==> config.mk <==
export PLATFORM = sky130hd
export DESIGN_NAME = pulse_pair_frame_decoder
export DESIGN_NICKNAME = d
export VERILOG_FILES = /design/src/rtl/core/ppfd_pkg.sv /design/src/rtl/core/ppfd_classify.sv /design/src/rtl/core/pulse_pair_frame_decoder.sv
export SDC_FILE = /design/constraint.sdc
export NUM_CORES = 2
export LEC_CHECK = 0
export BUFFER_PORTS_ARGS = -buffer_cell sky130_fd_sc_hd__buf_2
export CAP_MARGIN = 30
export CORE_MARGIN = 5
export CORE_UTILIZATION = 39
export CTS_BUF_LIST = sky130_fd_sc_hd__clkbuf_4
export DETAILED_ROUTE_END_ITERATION = 12
export GPL_ROUTABILITY_DRIVEN = 0
export SLEW_MARGIN = 10
export SYNTH_ARGS = -nofsm -noshare
export SYNTH_HDL_FRONTEND = slang
export SYNTH_SLANG_ARGS = --single-unit
==> constraint.sdc <==
create_clock -name clk -period 4.85 [get_ports clk]
set_input_delay 0.485 -clock clk [delete_from_list [all_inputs] [get_ports clk]]
set_output_delay 0.485 -clock clk [all_outputs]
set_load 0.005 [all_outputs]
==> src/rtl/core/ppfd_pkg.sv <==
// ppfd_pkg: types, constants and the command table for the pulse-pair frame decoder.
// No dependencies; used by ppfd_classify and pulse_pair_frame_decoder.
package ppfd_pkg;

  localparam int FRAME_SYMS   = 25;
  localparam int CMD_SYMS     = 10;
  localparam int CMD_COUNT    = 13;
  localparam int MAX_START    = 2;
  localparam int FRAME_PULSES = 2 * FRAME_SYMS;

  localparam logic [3:0] NO_CMD = 4'd13;

  // register reset values
  localparam logic [7:0]  TOLERANCE_RST        = 8'd150;
  localparam logic [15:0] SHORT_ON_TARGET_RST  = 16'd400;
  localparam logic [15:0] LONG_ON_TARGET_RST   = 16'd850;
  localparam logic [15:0] SHORT_OFF_TARGET_RST = 16'd500;
  localparam logic [15:0] LONG_OFF_TARGET_RST  = 16'd950;
  localparam logic [15:0] REST_MINIMUM_RST     = 16'd8000;
  localparam logic [15:0] REST_MAXIMUM_RST     = 16'd12000;
  localparam logic [15:0] LEAD_THRESHOLD_RST   = 16'd5000;

  typedef enum logic [2:0] {
    SYM_SS = 3'd0,
    SYM_SL = 3'd1,
    SYM_LL = 3'd2,
    SYM_LS = 3'd3,
    SYM_SR = 3'd4
  } sym_t;

  typedef enum logic [2:0] {
    REG_TOLERANCE        = 3'd0,
    REG_SHORT_ON_TARGET  = 3'd1,
    REG_LONG_ON_TARGET   = 3'd2,
    REG_SHORT_OFF_TARGET = 3'd3,
    REG_LONG_OFF_TARGET  = 3'd4,
    REG_REST_MINIMUM     = 3'd5,
    REG_REST_MAXIMUM     = 3'd6,
    REG_LEAD_THRESHOLD   = 3'd7
  } reg_index_t;

  typedef enum logic [3:0] {
    ST_IDLE,
    ST_LEAD_RD,
    ST_LEAD_CHK,
    ST_TRY,
    ST_ON,
    ST_OFF,
    ST_CLS,
    ST_MATCH,
    ST_EMIT
  } state_t;

  // timing windows, lower edges already clamped at zero
  typedef struct packed {
    logic [15:0] s_on_lo;
    logic [16:0] s_on_hi;
    logic [15:0] l_on_lo;
    logic [16:0] l_on_hi;
    logic [15:0] s_off_lo;
    logic [16:0] s_off_hi;
    logic [15:0] l_off_lo;
    logic [16:0] l_off_hi;
    logic [15:0] rest_min;
    logic [15:0] rest_max;
  } bounds_t;

  typedef struct packed {
    logic hit;
    sym_t code;
  } class_t;

  // command table: first symbol of the tail in the top three bits
  localparam logic [3*CMD_SYMS-1:0] CMD_TABLE [CMD_COUNT] = '{
    {3'd1, 3'd1, 3'd0, 3'd3, 3'd2, 3'd0, 3'd2, 3'd0, 3'd2, 3'd4},
    {3'd2, 3'd0, 3'd2, 3'd0, 3'd2, 3'd0, 3'd2, 3'd0, 3'd2, 3'd4},
    {3'd2, 3'd0, 3'd3, 3'd3, 3'd3, 3'd3, 3'd2, 3'd0, 3'd2, 3'd4},
    {3'd2, 3'd1, 3'd0, 3'd3, 3'd3, 3'd3, 3'd2, 3'd0, 3'd2, 3'd4},
    {3'd2, 3'd0, 3'd2, 3'd0, 3'd3, 3'd3, 3'd2, 3'd0, 3'd2, 3'd4},
    {3'd2, 3'd1, 3'd1, 3'd0, 3'd3, 3'd3, 3'd2, 3'd0, 3'd2, 3'd4},
    {3'd2, 3'd0, 3'd3, 3'd2, 3'd0, 3'd3, 3'd2, 3'd0, 3'd2, 3'd4},
    {3'd2, 3'd1, 3'd0, 3'd2, 3'd0, 3'd3, 3'd2, 3'd0, 3'd2, 3'd4},
    {3'd2, 3'd0, 3'd2, 3'd1, 3'd0, 3'd3, 3'd2, 3'd0, 3'd2, 3'd4},
    {3'd2, 3'd1, 3'd1, 3'd1, 3'd0, 3'd3, 3'd2, 3'd0, 3'd2, 3'd4},
    {3'd2, 3'd0, 3'd3, 3'd3, 3'd2, 3'd0, 3'd2, 3'd0, 3'd2, 3'd4},
    {3'd2, 3'd0, 3'd3, 3'd3, 3'd2, 3'd1, 3'd1, 3'd0, 3'd2, 3'd4},
    {3'd1, 3'd1, 3'd1, 3'd0, 3'd3, 3'd3, 3'd2, 3'd4, 3'd1, 3'd1}
  };

  // first matching table entry, NO_CMD if none
  function automatic logic [3:0] cmd_lookup(logic [3*CMD_SYMS-1:0] tail);
    logic [3:0] cmd;
    cmd = NO_CMD;
    for (int c = CMD_COUNT - 1; c >= 0; c--) begin
      if (tail == CMD_TABLE[c]) cmd = 4'(c);
    end
    return cmd;
  endfunction

  function automatic logic [15:0] win_lo(logic [15:0] target, logic [7:0] tol);
    return (target >= 16'(tol)) ? target - 16'(tol) : 16'd0;
  endfunction

  function automatic logic [16:0] win_hi(logic [15:0] target, logic [7:0] tol);
    return 17'(target) + 17'(tol);
  endfunction

endpackage

==> src/rtl/core/ppfd_classify.sv <==
// ppfd_classify: sorts one on/off pair into a symbol code against the window bounds.
// Depends on ppfd_pkg (bounds_t, class_t, sym_t).
module ppfd_classify (
  input  ppfd_pkg::bounds_t bounds,
  input  logic [15:0]       on_dur,
  input  logic [15:0]       off_dur,
  output ppfd_pkg::class_t  result
);

  logic s_on, l_on, s_off, l_off, rest;

  assign s_on  = (on_dur  >= bounds.s_on_lo)  && (17'(on_dur)  <= bounds.s_on_hi);
  assign l_on  = (on_dur  >= bounds.l_on_lo)  && (17'(on_dur)  <= bounds.l_on_hi);
  assign s_off = (off_dur >= bounds.s_off_lo) && (17'(off_dur) <= bounds.s_off_hi);
  assign l_off = (off_dur >= bounds.l_off_lo) && (17'(off_dur) <= bounds.l_off_hi);
  assign rest  = (off_dur >= bounds.rest_min) && (off_dur <= bounds.rest_max);

  // priority follows the symbol order SS, SL, LL, LS, SR
  always_comb begin
    result.hit  = 1'b1;
    result.code = ppfd_pkg::SYM_SS;
    if (s_on && s_off) begin
      result.code = ppfd_pkg::SYM_SS;
    end else if (s_on && l_off) begin
      result.code = ppfd_pkg::SYM_SL;
    end else if (l_on && l_off) begin
      result.code = ppfd_pkg::SYM_LL;
    end else if (l_on && s_off) begin
      result.code = ppfd_pkg::SYM_LS;
    end else if (s_on && rest) begin
      result.code = ppfd_pkg::SYM_SR;
    end else begin
      result.hit = 1'b0;
    end
  end

endmodule

==> src/rtl/core/pulse_pair_frame_decoder.sv <==
// pulse_pair_frame_decoder: top level; capture store, decode sequencer, output register.
// Depends on ppfd_pkg and ppfd_classify.
//
// Use:
//   Slave side (s_*) takes one pulse or gap duration per word, on and off durations
//   alternating; s_tlast marks the word that closes the capture. Words up to
//   CAPTURE_DEPTH are kept, later ones are dropped.
//   After the closing word the block walks the store: one read for the lead
//   check, then per on/off pair a read of on, a read of off and a classify,
//   over up to three start offsets, then the command lookup. s_tready is low
//   meanwhile.
//   Master side (m_*) then gives 25 symbol words (m_tuser = found = 1), or one
//   not-found word (found = 0, command 13); m_tlast flags the final word. One word
//   a cycle leaves while m_tready is high; a low m_tready holds the output register
//   and stalls the walk of words, nothing is lost. The last output word may still
//   wait while the next capture is already being taken.
//   Configuration writes (cfg_we, cfg_index, cfg_data) are expected only while
//   the block is idle.
//   Reset (rst, synchronous) restores the register defaults, empties the capture
//   and drops any pending output. The store itself is not cleared.
module pulse_pair_frame_decoder #(
  parameter int CAPTURE_DEPTH = 64
) (
  input  logic        clk,
  input  logic        rst,
  // configuration
  input  logic        cfg_we,
  input  logic [2:0]  cfg_index,
  input  logic [15:0] cfg_data,
  // input words
  input  logic        s_tvalid,
  output logic        s_tready,
  input  logic [15:0] s_tdata,   // [15:0] duration
  input  logic        s_tlast,
  // result words
  output logic        m_tvalid,
  input  logic        m_tready,
  output logic [15:0] m_tdata,   // [2:0] symbol, [7:3] position, [11:8] command, [15:12] zero
  output logic [0:0]  m_tuser,   // [0] found
  output logic        m_tlast
);

  localparam int IDX_W = $clog2(CAPTURE_DEPTH);
  localparam int CNT_W = $clog2(CAPTURE_DEPTH + 1);
  localparam int SYM_N = ppfd_pkg::FRAME_SYMS;
  localparam int TAIL0 = ppfd_pkg::FRAME_SYMS - ppfd_pkg::CMD_SYMS;

  // configuration registers
  logic [7:0]  tolerance;
  logic [15:0] short_on_target, long_on_target, short_off_target, long_off_target;
  logic [15:0] rest_minimum, rest_maximum, lead_threshold;

  always_ff @(posedge clk) begin
    if (rst) begin
      tolerance        <= ppfd_pkg::TOLERANCE_RST;
      short_on_target  <= ppfd_pkg::SHORT_ON_TARGET_RST;
      long_on_target   <= ppfd_pkg::LONG_ON_TARGET_RST;
      short_off_target <= ppfd_pkg::SHORT_OFF_TARGET_RST;
      long_off_target  <= ppfd_pkg::LONG_OFF_TARGET_RST;
      rest_minimum     <= ppfd_pkg::REST_MINIMUM_RST;
      rest_maximum     <= ppfd_pkg::REST_MAXIMUM_RST;
      lead_threshold   <= ppfd_pkg::LEAD_THRESHOLD_RST;
    end else if (cfg_we) begin
      unique case (ppfd_pkg::reg_index_t'(cfg_index))
        ppfd_pkg::REG_TOLERANCE:        tolerance        <= cfg_data[7:0];
        ppfd_pkg::REG_SHORT_ON_TARGET:  short_on_target  <= cfg_data;
        ppfd_pkg::REG_LONG_ON_TARGET:   long_on_target   <= cfg_data;
        ppfd_pkg::REG_SHORT_OFF_TARGET: short_off_target <= cfg_data;
        ppfd_pkg::REG_LONG_OFF_TARGET:  long_off_target  <= cfg_data;
        ppfd_pkg::REG_REST_MINIMUM:     rest_minimum     <= cfg_data;
        ppfd_pkg::REG_REST_MAXIMUM:     rest_maximum     <= cfg_data;
        ppfd_pkg::REG_LEAD_THRESHOLD:   lead_threshold   <= cfg_data;
        default: ;
      endcase
    end
  end

  // window edges, refreshed every cycle; settled long before a decode starts
  ppfd_pkg::bounds_t bounds;

  always_ff @(posedge clk) begin
    bounds.s_on_lo  <= ppfd_pkg::win_lo(short_on_target, tolerance);
    bounds.s_on_hi  <= ppfd_pkg::win_hi(short_on_target, tolerance);
    bounds.l_on_lo  <= ppfd_pkg::win_lo(long_on_target, tolerance);
    bounds.l_on_hi  <= ppfd_pkg::win_hi(long_on_target, tolerance);
    bounds.s_off_lo <= ppfd_pkg::win_lo(short_off_target, tolerance);
    bounds.s_off_hi <= ppfd_pkg::win_hi(short_off_target, tolerance);
    bounds.l_off_lo <= ppfd_pkg::win_lo(long_off_target, tolerance);
    bounds.l_off_hi <= ppfd_pkg::win_hi(long_off_target, tolerance);
    bounds.rest_min <= rest_minimum;
    bounds.rest_max <= rest_maximum;
  end

  // sequencer
  ppfd_pkg::state_t state, state_next;

  logic [CNT_W-1:0] pulse_count;   // words held in the current capture
  logic [CNT_W-1:0] len;           // capture length frozen at the closing word
  logic [1:0]       start;         // current start offset
  logic [4:0]       pair;          // pair index within the frame
  logic [15:0]      on_val;
  logic [2:0]       syms [SYM_N];
  logic [3:0]       cmd;
  logic             found;
  logic [4:0]       pos;           // next output position

  // capture store, one write port and one registered read port
  logic [15:0]      pulse_store [CAPTURE_DEPTH];
  logic [15:0]      rdata;
  logic [IDX_W-1:0] rd_addr;
  logic             in_acc, store_room;

  assign in_acc     = s_tvalid && s_tready;
  assign store_room = pulse_count < CNT_W'(CAPTURE_DEPTH);

  always_ff @(posedge clk) begin
    if (in_acc && store_room) pulse_store[pulse_count[IDX_W-1:0]] <= s_tdata;
    rdata <= pulse_store[rd_addr];
  end

  // address of the current on or off word; never beyond 51, inside any legal depth
  logic [5:0] pulse_addr;
  assign pulse_addr = 6'(start) + {pair, 1'b0} + ((state == ppfd_pkg::ST_OFF) ? 6'd1 : 6'd0);

  // a start offset is tried only if its 50 words lie inside the capture
  logic start_fits;
  assign start_fits = (start <= 2'(ppfd_pkg::MAX_START))
                   && (10'(start) + 10'(ppfd_pkg::FRAME_PULSES) <= 10'(len));

  ppfd_pkg::class_t cls;

  ppfd_classify u_classify (
    .bounds  (bounds),
    .on_dur  (on_val),
    .off_dur (rdata),
    .result  (cls)
  );

  // tail of the frame for the command lookup
  logic [3*ppfd_pkg::CMD_SYMS-1:0] tail;
  always_comb begin
    for (int j = 0; j < ppfd_pkg::CMD_SYMS; j++) begin
      tail[3*(ppfd_pkg::CMD_SYMS-1-j) +: 3] = syms[TAIL0 + j];
    end
  end

  logic out_load, last_word;
  assign out_load  = (state == ppfd_pkg::ST_EMIT) && (!m_tvalid || m_tready);
  assign last_word = !found || (pos == 5'(SYM_N - 1));

  always_ff @(posedge clk) begin
    if (rst) state <= ppfd_pkg::ST_IDLE;
    else     state <= state_next;
  end

  always_comb begin
    state_next = state;
    s_tready   = 1'b0;
    rd_addr    = IDX_W'(pulse_addr);
    unique case (state)
      ppfd_pkg::ST_IDLE: begin
        s_tready = 1'b1;
        if (s_tvalid && s_tlast) state_next = ppfd_pkg::ST_LEAD_RD;
      end
      ppfd_pkg::ST_LEAD_RD: begin
        rd_addr    = '0;
        state_next = ppfd_pkg::ST_LEAD_CHK;
      end
      ppfd_pkg::ST_LEAD_CHK: state_next = ppfd_pkg::ST_TRY;
      ppfd_pkg::ST_TRY:      state_next = start_fits ? ppfd_pkg::ST_ON : ppfd_pkg::ST_EMIT;
      ppfd_pkg::ST_ON:       state_next = ppfd_pkg::ST_OFF;
      ppfd_pkg::ST_OFF:      state_next = ppfd_pkg::ST_CLS;
      ppfd_pkg::ST_CLS: begin
        if (!cls.hit)                       state_next = ppfd_pkg::ST_TRY;
        else if (pair == 5'(SYM_N - 1))     state_next = ppfd_pkg::ST_MATCH;
        else                                state_next = ppfd_pkg::ST_ON;
      end
      ppfd_pkg::ST_MATCH:    state_next = ppfd_pkg::ST_EMIT;
      ppfd_pkg::ST_EMIT: begin
        if (out_load && last_word) state_next = ppfd_pkg::ST_IDLE;
      end
      default:               state_next = ppfd_pkg::ST_IDLE;
    endcase
  end

  // capture count and frozen length
  always_ff @(posedge clk) begin
    if (rst) begin
      pulse_count <= '0;
    end else if (in_acc) begin
      if (s_tlast)         pulse_count <= '0;
      else if (store_room) pulse_count <= pulse_count + 1'b1;
    end
  end

  always_ff @(posedge clk) begin
    if (in_acc && s_tlast) len <= store_room ? pulse_count + 1'b1 : pulse_count;
  end

  // decode datapath
  always_ff @(posedge clk) begin
    unique case (state)
      ppfd_pkg::ST_LEAD_CHK: begin
        start <= (rdata > lead_threshold) ? 2'd1 : 2'd0;
      end
      ppfd_pkg::ST_TRY: begin
        pair  <= '0;
        pos   <= '0;
        found <= 1'b0;
        cmd   <= ppfd_pkg::NO_CMD;
      end
      ppfd_pkg::ST_OFF: on_val <= rdata;
      ppfd_pkg::ST_CLS: begin
        if (cls.hit) begin
          syms[pair] <= cls.code;
          pair       <= pair + 1'b1;
        end else begin
          start <= start + 1'b1;
        end
      end
      ppfd_pkg::ST_MATCH: begin
        found <= 1'b1;
        cmd   <= ppfd_pkg::cmd_lookup(tail);
      end
      ppfd_pkg::ST_EMIT: begin
        if (out_load) pos <= pos + 1'b1;
      end
      default: ;
    endcase
  end

  // output register
  always_ff @(posedge clk) begin
    if (rst) begin
      m_tvalid <= 1'b0;
    end else if (out_load) begin
      m_tvalid <= 1'b1;
    end else if (m_tready) begin
      m_tvalid <= 1'b0;
    end
  end

  always_ff @(posedge clk) begin
    if (out_load) begin
      m_tdata <= {4'd0, cmd, found ? pos : 5'd0, found ? syms[pos] : 3'(ppfd_pkg::SYM_SS)};
      m_tuser <= found;
      m_tlast <= last_word;
    end
  end

endmodule
==> results.md <==
* Outcome: finished, final reports clean
* Post-synth EDFFs at 1174
* Fin nets at 6209
* Buffers added on ports at 56
* Layout fillers at 15500
* RSZ-0062 raised after global routing: false
* Post-Route WL at 173000 um
* Detail Route Antenna Nets at 0
* CP delay by family, top: simple AND/OR/NAND/NOR gates
* Vias at 44500
* Global route total overflow at 0
* Max-cap violations at 0
* Clk buf depth at 4
* Die Ht at 420 um
* DRT Pass-1 Iters at 6
* Clock sinks at 1486
* Cell variety after synth at 81
* Via density at 5.31
* DP Cell Count at 7656
* Fin. max-slew vios at 0
* Setup violators final at 0
* Sequential area share after synthesis at 63.4%
* Cell count after synthesis at 5564
* DRC violations left at 0
* Share of the synthesized area in the top cell type at 53.8%
* CP Max Fanout at 77
* Fin crit period at 4.35 ns
* First-pass GRT wire length at 262000 um
* Largest net degree at the start of global routing at 130
* F_max at 0.230 GHz
* Aggregate global-route resource usage at 19.4%
* Ys Warns at 0
* Most frequent cells in the layout: 1174 x edfxtp_1, 890 x nand2_1, 599 x nor2_1
* Setup_tns at 0 ns
* PostCTS Resize Cnt at 0
* # Post-CTS Setup Buffers at 0
* Async set or reset register ratio after synthesis at 0%
* # hold bufs at CTS at 55
* Worst slew margin at 39.0%
* Total CTS buffers at 397
* Starting DRT DRC Count at 3855
* Floorplan core area at 0.167 mm^2
* H-Tree Depth at 5
* Power Density at 402 mW/mm^2
* Final std cells w/o fill at 8380
* Ranking of synthesized cells by area: edfxtp_1 54%, dfxtp_1 9.5%, nand2_1 5.1%
* Slowest CP cell: mux4_2
* Layout cells sized above 1 at 15.6%
* Crit path kind: register to register
* Logic gate share of total power at 16.4%
* Arr. time, crit path at 5.45 ns
* Die area at 0.176 mm^2
* Initial antenna violation count at 8
* I/O Pins at 61
* Crit path largest cell delay at 0.59 ns
* CTS clk-pin slew, worst paths at 0.07 ns
* Std cell rows at 150
* WP buf/inv at 2
* Worst path cell trace: nor2b_1, nor3b_2, ha_4, fa_1, xnor2_1, nor2_4, buf_12, buf_12, o21ai_0, mux4_2, a221oi_1
* Flop pwr share at 47.8%
* Root buffer cell: clkbuf_4
* Req. time, crit path at 5.95 ns
* CP dominant cell by count: buf_12
* Int Pwr at 21.4 mW
* Post-Syn Area at 0.0655 mm^2
* Chip Width at 420 um
* Final worst-path cycle share at 89.7%
* Area growth, synth to finish at 13.0%
* Starting Density at 39.2%
* Largest area contributor in the netlist: edfxtp_1
* Final Skew at 0.125 ns
* Sw Share at 28.1%
* Clock network power share at 35.8%
* Leak pwr at 27.0 nW
* Setup crit end kind: register
* Detail Placement HPWL at 105000 um
* Synth Area per Inst at 11.8 um^2
* Hold crit path type: input port to register
* Endpoints failing hold at 0
* CTS tree: done
* Worst Setup Start Kind: register
* Vias in the first global route at 43700
* Worst skew pair latency at 1.31 ns
* Ys flop type: edfxtp_1
* Most common cell after layout, fill and taps aside: edfxtp_1
* Slew @ Worst Pin at 0.914 ns
* Wirelength per Cell at 20.7 um
* Yosys reg bits at 1486
* Switch Pwr at 8.35 mW
* Worst vdd ir at 0.000280 V
==> path summary, 6_finish.rpt <==
check                                      from                  end  slack [ns]  cells after the start
worst max-delay path                   state[3]            rdata[11]        0.50                     11
worst min register to register  rest_maximum[4]            bounds[4]        0.28                      0
worst min-delay path                cfg_data[0]  short_off_target[0]        0.16                      4
worst max register to register         state[3]            rdata[11]        0.50                     11
==> cells by family (layout without fill, tap and decap cells) <==
logic type	Yosys count	in the layout	share of synthesized area, %
compound gates	1018	1018	9.70
xor+xnor	87	87	1.16
flops	1486	1486	63.4
mux	117	117	3.60
buf+inv	582	1184	3.60
simple gates	2011	2011	13.5
fa+ha+maj	262	262	5.11
other cells	1	11	0.00572
==> power by group through the flow <==
stage	combinational, mW	clock [mW]	sequential [mW]
6_report	4.88	10.6	14.2
5_1_grt	5.40	11.7	14.2
4_1_cts	4.89	11.0	14.2
3_5_place_dp	4.84	0	14.5
3_3_place_gp	4.75	0	14.5
2_1_floorplan	3.12	0	14.4
==> cell type report <==
class / count / area [um^2] / area share (%)
sequential: 1486 / 41500 / 56.0
multi-input combinational: 3499 / 21700 / 29.4
clock buffer: 590 / 4430 / 5.98
tap: 2204 / 2760 / 3.72
timing repair buffer: 272 / 2300 / 3.11
inverter: 250 / 938 / 1.27
clock inverter: 72 / 360 / 0.487
antenna: 7 / 17.5 / 0.0237
==> synth_stat cells (94+ instances only) <==
library cell	instances
a21oi_1	290
inv_1	250
mux4_2	94
nor2_1	600
a211oi_1	147
clkbuf_1	211
edfxtp_1	1174
nand2_1	893
ha_1	253
dfxtp_1	312
o21ai_0	253
nand3_1	97
==> metrics by stage <==
stage	util [%]	cell area, um^2	hold WS, ns	power [mW]	setup WS [ns]
after detailed placement	41.1	68700	0.335	19.3	0.665
after CTS	44.3	74000	0.00656	30.1	0.546
after global placement	41.1	68600	0.334	19.3	0.666
final	44.3	74000	0.159	29.8	0.499
after floorplan	-	65500	0.331	17.5	0.448
after global routing	44.3	74000	0.0130	31.3	0.351
==> registers in the layout, indices dropped and copies added (netlist names), 2 cells and up <==
name and count:
cmd 4, bounds 164, pos 5, long_off_target 16, short_off_target 16, tolerance 8, short_on_target 16, rest_maximum 16
pulse_count 7, len 7, pulse_store 1024, state 4, m_tdata 12, long_on_target 16, lead_threshold 16, syms 96
pair 5, on_val 16, rdata 16, start 2, rest_minimum 16
==> layer usage <==
metal	share of wire (%)	up-vias	global-route usage (%)
met4	3.7	2	8.10
li1	-	20900	-
met1	43	21500	26.2
met2	46	1662	30.6
met5	0.0069	-	0
met3	7.4	314	4.15
==> worst min-delay path, stage by stage <==
cell           delay, ns
dlygate4sd3_1       0.53
buf_2               0.21
nand2_1             0.09
a21oi_1             0.06
(Power assumes the default switching activity.)
